--- src/hdl/ttle_pkg.sv ---
// ttle_pkg: shared constants, register codes and saturation helpers for the
// tapered tube law evaluator; used by every file under hdl
`timescale 1ns / 1ps

package ttle_pkg;

    // pipeline depths
    localparam int SQ_LAT = 29;
    localparam int MD_LAT = 66;
    localparam int N_STG  = SQ_LAT + 3 * MD_LAT + 5;

    // register indexes, paddr[5:3]
    localparam logic [2:0] REG_AREA_INLET   = 3'd0;
    localparam logic [2:0] REG_AREA_OUTLET  = 3'd1;
    localparam logic [2:0] REG_SEG_LENGTH   = 3'd2;
    localparam logic [2:0] REG_WALL_STIFF   = 3'd3;
    localparam logic [2:0] REG_REF_PRESSURE = 3'd4;

    localparam logic [31:0] RST_AREA   = 32'h0100_0000;
    localparam logic [31:0] RST_LENGTH = 32'h0100_0000;
    localparam logic [46:0] RST_STIFF  = 47'h1_0000;

    localparam logic [63:0] MAX_POS48 = 64'h0000_7FFF_FFFF_FFFF;
    localparam logic [63:0] MIN_MAG48 = 64'h0000_8000_0000_0000;

    // ceil(2^51 / 3) as low 32 and high 18 bits: exact one third of any 50-bit value
    localparam logic [31:0] DIV3_LO = 32'hAAAA_AAAB;
    localparam logic [17:0] DIV3_HI = 18'h2_AAAA;

    // sign and magnitude to saturated 48-bit two's complement
    function automatic logic [47:0] out_signed(input logic neg, input logic [63:0] mag);
        logic [47:0] m;
        if (neg) begin
            m = (mag > MIN_MAG48) ? MIN_MAG48[47:0] : mag[47:0];
            return 48'(~m + 48'd1);
        end
        return (mag > MAX_POS48) ? MAX_POS48[47:0] : mag[47:0];
    endfunction

    // clamp a signed 51-bit value to 48 bits
    function automatic logic [47:0] sat_pressure(input logic signed [50:0] v);
        if (v > 51'sh0_7FFF_FFFF_FFFF)
            return 48'h7FFF_FFFF_FFFF;
        if (v < -51'sh0_8000_0000_0000)
            return 48'h8000_0000_0000;
        return v[47:0];
    endfunction

endpackage

--- src/hdl/ttle_isqrt.sv ---
// ttle_isqrt: pipelined integer square root of a 56-bit radicand, one result
// bit per stage; depends on ttle_pkg for its depth
`timescale 1ns / 1ps

module ttle_isqrt (
    input  logic        clk,
    input  logic        en,
    input  logic [55:0] rad,
    output logic [27:0] root
);

    typedef struct packed {
        logic [29:0] rem;
        logic [27:0] root;
    } sq_t;

    logic [55:0] rad_reg  [ttle_pkg::SQ_LAT];
    logic [29:0] rem_reg  [ttle_pkg::SQ_LAT];
    logic [27:0] root_reg [ttle_pkg::SQ_LAT];

    function automatic sq_t sq_step(input logic [29:0] rem, input logic [27:0] rt,
                                    input logic [1:0] pair);
        logic [31:0] t;
        logic [31:0] trial;
        logic [31:0] diff;
        sq_t r;
        t     = {rem, pair};
        trial = {2'b00, rt, 2'b01};
        diff  = t - trial;
        if (t >= trial) begin
            r.rem  = diff[29:0];
            r.root = {rt[26:0], 1'b1};
        end else begin
            r.rem  = t[29:0];
            r.root = {rt[26:0], 1'b0};
        end
        return r;
    endfunction

    always_ff @(posedge clk)
    begin
        if (en)
        begin
            rad_reg[0]  <= rad;
            rem_reg[0]  <= '0;
            root_reg[0] <= '0;
            for (int j = 1; j < ttle_pkg::SQ_LAT; j++)
            begin
                sq_t s;
                s = sq_step(rem_reg[j-1], root_reg[j-1], rad_reg[j-1][55:54]);
                rad_reg[j]  <= {rad_reg[j-1][53:0], 2'b00};
                rem_reg[j]  <= s.rem;
                root_reg[j] <= s.root;
            end
        end
    end

    assign root = root_reg[ttle_pkg::SQ_LAT-1];

endmodule

--- config.mk ---
export PLATFORM = sky130hd
export DESIGN_NAME = ttle_isqrt
export DESIGN_NICKNAME = d
export VERILOG_FILES = /design/src/hdl/ttle_pkg.sv /design/src/hdl/ttle_isqrt.sv
export SDC_FILE = /design/constraint.sdc
export NUM_CORES = 2
export LEC_CHECK = 0
export ABC_CLOCK_PERIOD_IN_PS = 8080
export CAP_MARGIN = 20
export CORE_ASPECT_RATIO = 1.75
export CORE_MARGIN = 2
export CORE_UTILIZATION = 65
export CTS_BUF_LIST = sky130_fd_sc_hd__clkbuf_4
export CTS_CLUSTER_DIAMETER = 80
export DETAILED_ROUTE_END_ITERATION = 10
export DONT_BUFFER_PORTS = 1
export GPL_ROUTABILITY_DRIVEN = 0
export PLACE_DENSITY = 0.81
export SYNTH_ARGS = -nofsm -noshare
export SYNTH_HDL_FRONTEND = slang
export SYNTH_SLANG_ARGS = --single-unit
--- constraint.sdc ---
create_clock -name clk -period 8.08 [get_ports clk]
set_input_delay 0.808 -clock clk [delete_from_list [all_inputs] [get_ports clk]]
set_output_delay 0.808 -clock clk [all_outputs]
set_load 0.02 [all_outputs]
== After elaboration in Yosys (flattened, before gate mapping) ==
Memory sizes are Yosys's and may differ from the RTL's.
Cells that the tools add are included.

* Add/sub/neg operators: 28
* Magnitude comparators: 28
* Mux-type cells: 58

{| class="wikitable"
|+ Operators by type and width
! kind !! count
|-
| $mux 58 || 56
|-
| $ge 32x30->1 || 28
|-
| $sub 30x30->30 || 28
|-
| $mux 1 || 2
|}

* Bits in registers: 0
* RAM bits: 3306
* Input port bits: 58
* Output and inout bits: 28
* Word-level logic and storage cells: 117
* Memories kept: 3

{| class="wikitable"
|+ Memory list
! name !! words !! width !! read ports !! clocked after memory_dff !! write ports !! RTL line !! source
|-
| rad_reg || 29 || 56 || 28 || 0 || 29 || ttle_isqrt.sv:17 || <nowiki>logic [55:0] rad_reg [ttle_pkg::SQ_LAT];</nowiki>
|-
| rem_reg || 29 || 30 || 28 || 0 || 29 || ttle_isqrt.sv:18 || <nowiki>logic [29:0] rem_reg [ttle_pkg::SQ_LAT];</nowiki>
|-
| root_reg || 29 || 28 || 29 || 0 || 29 || ttle_isqrt.sv:19 || <nowiki>logic [27:0] root_reg [ttle_pkg::SQ_LAT];</nowiki>
|}

== Logic depth before layout (Yosys ltp) ==
* Word-level depth: 3
* Mapped depth: 15
* Gate-level depth less buffers: 13

== Worst setup path before layout ==
Ideal clock, no wire load.

* Kind: reg2reg
* Start point: mem rem_reg[6][16], in the netlist rem_reg[0][196]
* End point: mem rem_reg[7][19], in the netlist rem_reg[0][229], data pin
* Setup time: 0.271 ns
* Arrival time: 3.450 ns
* Required time: 7.809 ns
* Path slack: 4.358 ns
* Cell stages (with the launch flop): 11
* Path buffers: 1
* Clock period less this slack: 3.722 ns
* Cell sequence: edfxtp_1 > or4_4 > or4_4 > or4b_4 > or4b_1 > or4_1 > buf_2 > and3_4 > nand2_4 > nor4_1 > xor2_1

{| class="wikitable"
|+ RTL lines
! element !! RTL line
|-
| start: declaration || ttle_isqrt.sv:18
|}

==> flow_metrics.env <==
export IMPL_fmax_mhz=211.3
export IMPL_fin_setup_tns_ps=0
export IMPL_drv_slew=0
export IMPL_cts_root_buf="clkbuf_4"
export IMPL_ys_ff_latch=1986
export IMPL_vias=57200
export IMPL_std_cell_rows=181
export IMPL_io_pins=86
export IMPL_clkLatencyLatePin_ps=1380
export IMPL_ys_flop_type="edfxtp_1"
export IMPL_ys_types=80
export IMPL_grt_overflow=0
export IMPL_crit_required_ps=9140
export IMPL_grt_max_degree=307
export IMPL_grt_pass1_vias=59760
export IMPL_antenna_found_initial=4
export IMPL_syn_to_final_growth_pct=9.617
export IMPL_yosys_area_top_type_share_pct=65.56
export IMPL_timing_hold_ws_ps=127.8
export IMPL_yosysWarningCount=0
export IMPL_drt_iter0_markers=4048
export IMPL_fin_crit_sh_pct=58.57
export IMPL_clk_path_buf_depth=4
export IMPL_skew_ps=123.5
export IMPL_clock_sinks=1986
export IMPL_cap_violations=0
export IMPL_hp_class="input port to flop"
export IMPL_ctsHtreeMaxLevel=5
export IMPL_start_util_pct=65.42
export IMPL_ir_drop_mv=0.2545
export IMPL_layout_drive_gt1_share_pct=10.55
export IMPL_drcViolationCount=0
export IMPL_yosys_top_cells_area="edfxtp_1 (66%), ha_1 (6.0%), xor2_1 (3.2%), xnor2_1 (3.0%), a21oi_1 (2.4%)"
export IMPL_p_leak_nw=38.51
export IMPL_hold_viol_final=0
export IMPL_rsz0062_at_grt="false"
export IMPL_path_clk_slew_ps=80
export IMPL_synth_nets=7390
export IMPL_die_area_um2=143100
export IMPL_criticalPathCategory="flop to flop"
export IMPL_routedWlPerCell_um=21.30
export IMPL_coreArea_um2=139100
export IMPL_final_seq_area_um2=59640
export IMPL_place_hpwl_um=140700
export IMPL_die_h_um=498.9
export IMPL_worstMarginPinSlew_ps=1471
export IMPL_grt_pass1_wl_um=312200
export IMPL_worstSetupStartpointType="flop"
export IMPL_synth_edff_count=1986
export IMPL_max_slew_margin_rel_pct=1.931
export IMPL_async_flop_share_pct=0
export IMPL_avgViaCountPerCell=6.014
export IMPL_critPathCaptureType="flop"
export IMPL_die_x_um=286.8
export IMPL_synth_area_um2=90970
export IMPL_setup_violations=0
export IMPL_largest_reg_flops=812
export IMPL_cts_buffers=435
export IMPL_synth_top_area_cell="edfxtp_1"
export IMPL_wl_um=202600
export IMPL_fin_crit_ps=4733
export IMPL_multi_input_area_um2=28910
export IMPL_nets=7847
export IMPL_drtPass1Iterations=9
export IMPL_cts_resized=0
export IMPL_p_per_area_nw_per_um2=265.5
export IMPL_synth_avg_cell_area_um2=13.19
export IMPL_crit_path_max_fanout=29
export IMPL_netlist_instances=6896
export IMPL_arrival_ps=5790
export IMPL_grt_total_usage_pct=28.56
export IMPL_fillers=9074
export IMPL_cts_tree="built"
export IMPL_seq_area_frac_synth_pct=65.56
export IMPL_antenna_left=0
export IMPL_io_buffers=0
export IMPL_status="finished, final reports clean"
[metrics by stage]
stage	worst slack, ps	utilization [%]	total power [W]	cells	cell area (um2)
CTS	3387	71.67	0.02647	9498	99650
finish	3347	71.71	0.02647	9512	99720
global route	3020	71.71	0.02770	9511	99720
floorplan	4358	-	0.01718	6896	90970
detailed placement	3414	67.06	0.01893	8643	93250
global placement	3719	67.06	0.01867	8643	93250
[area by class of cell]
| cell class | count | area share [%] |
|---|---|---|
| Clock inverter | 159 | 0.9134 |
| Antenna cell | 12 | 0.03011 |
| Multi-Input combinational cell | 4257 | 28.99 |
| Tap cell | 1830 | 2.296 |
| Clock buffer | 595 | 4.479 |
| Timing Repair Buffer | 132 | 1.445 |
| Inverter | 541 | 2.036 |
| Sequential cell | 1986 | 59.81 |
[power breakdown]
part	internal (W)	total, W	switching, W
Combinational	0.00209	0.00514	0.00305
Sequential	0.0129	0.0138	0.000905
Clock	0.00371	0.00752	0.00381
Total	0.0187	0.0265	0.00777
[cell usage in the layout (no fill, tap or decap), types with 109 or more instances in the layout]
cell,Yosys,routed
o21ai_0,344,344
nor2_1,425,424
a21o_1,147,147
nand2_1,439,439
clkbuf_4,0,595
nand3_1,109,109
ha_1,436,436
edfxtp_1,1986,1986
xnor2_1,310,310
inv_1,537,537
nor3_1,190,190
xor2_1,334,334
a21oi_1,442,440
[cells in the mapped netlist (71+ instances only)]
cell	number
edfxtp_1	1986
inv_1	537
a21oi_1	442
nand2_1	439
ha_1	436
nor2_1	425
o21ai_0	344
xor2_1	334
xnor2_1	310
nor3_1	190
a21o_1	147
nand3_1	109
clkbuf_1	103
nor4_1	100
nand2b_1	97
o21a_1	79
or3_1	71
[worst max-delay path, stage by stage (launching register included)]
cell and delay (ps):
edfxtp_1 410, ha_1 380, nor2b_1 200, o31a_1 290, o21ai_0 280, a21oi_1 290
a221o_1 430, a2111oi_0 630, and2_1 740, buf_4 430, mux2_2 380
[routing by layer]
metal | vias up | global-route usage (%) | part of all wire [%]
li1 | 26740 | - | -
met2 | 2053 | 55.07 | 56
met3 | 907 | 5.772 | 4.5
met4 | 4 | 24.49 | 9.7
met5 | - | 0 | 0.011
met1 | 27500 | 23.97 | 30
[path summary, 6_finish.rpt]
check                   from              end  slack [ps]  cells past startpoint
max reg2reg  rem_reg[1][270]  rem_reg[1][304]        3350                     10
min reg2reg  rad_reg[0][381]  rad_reg[0][439]         330                      0
min                  rad[11]   rad_reg[0][11]         130                      1
max          rem_reg[1][270]  rem_reg[1][304]        3350                     10
[logic make-up after synthesis]
family                   count (synthesis)  share of synthesized area, %
adder cells (fa/ha/maj)                436                         5.997
AO/OA/AOI/OAI                         1331                         8.966
flip-flops                            1986                         65.56
multiplexers                            77                        0.9421
buffers and inverters                  653                         2.697
AND/OR/NAND/NOR                       1768                         9.637
XOR/XNOR                               644                         6.200
other                                    1                      0.004122
[repair_timing]
action,CTS,global route
hold buffers,101,0
endpoints found under the hold margin,189,0
buffers inserted,0,0
Note: power is estimated with default switching activity, not from simulation.
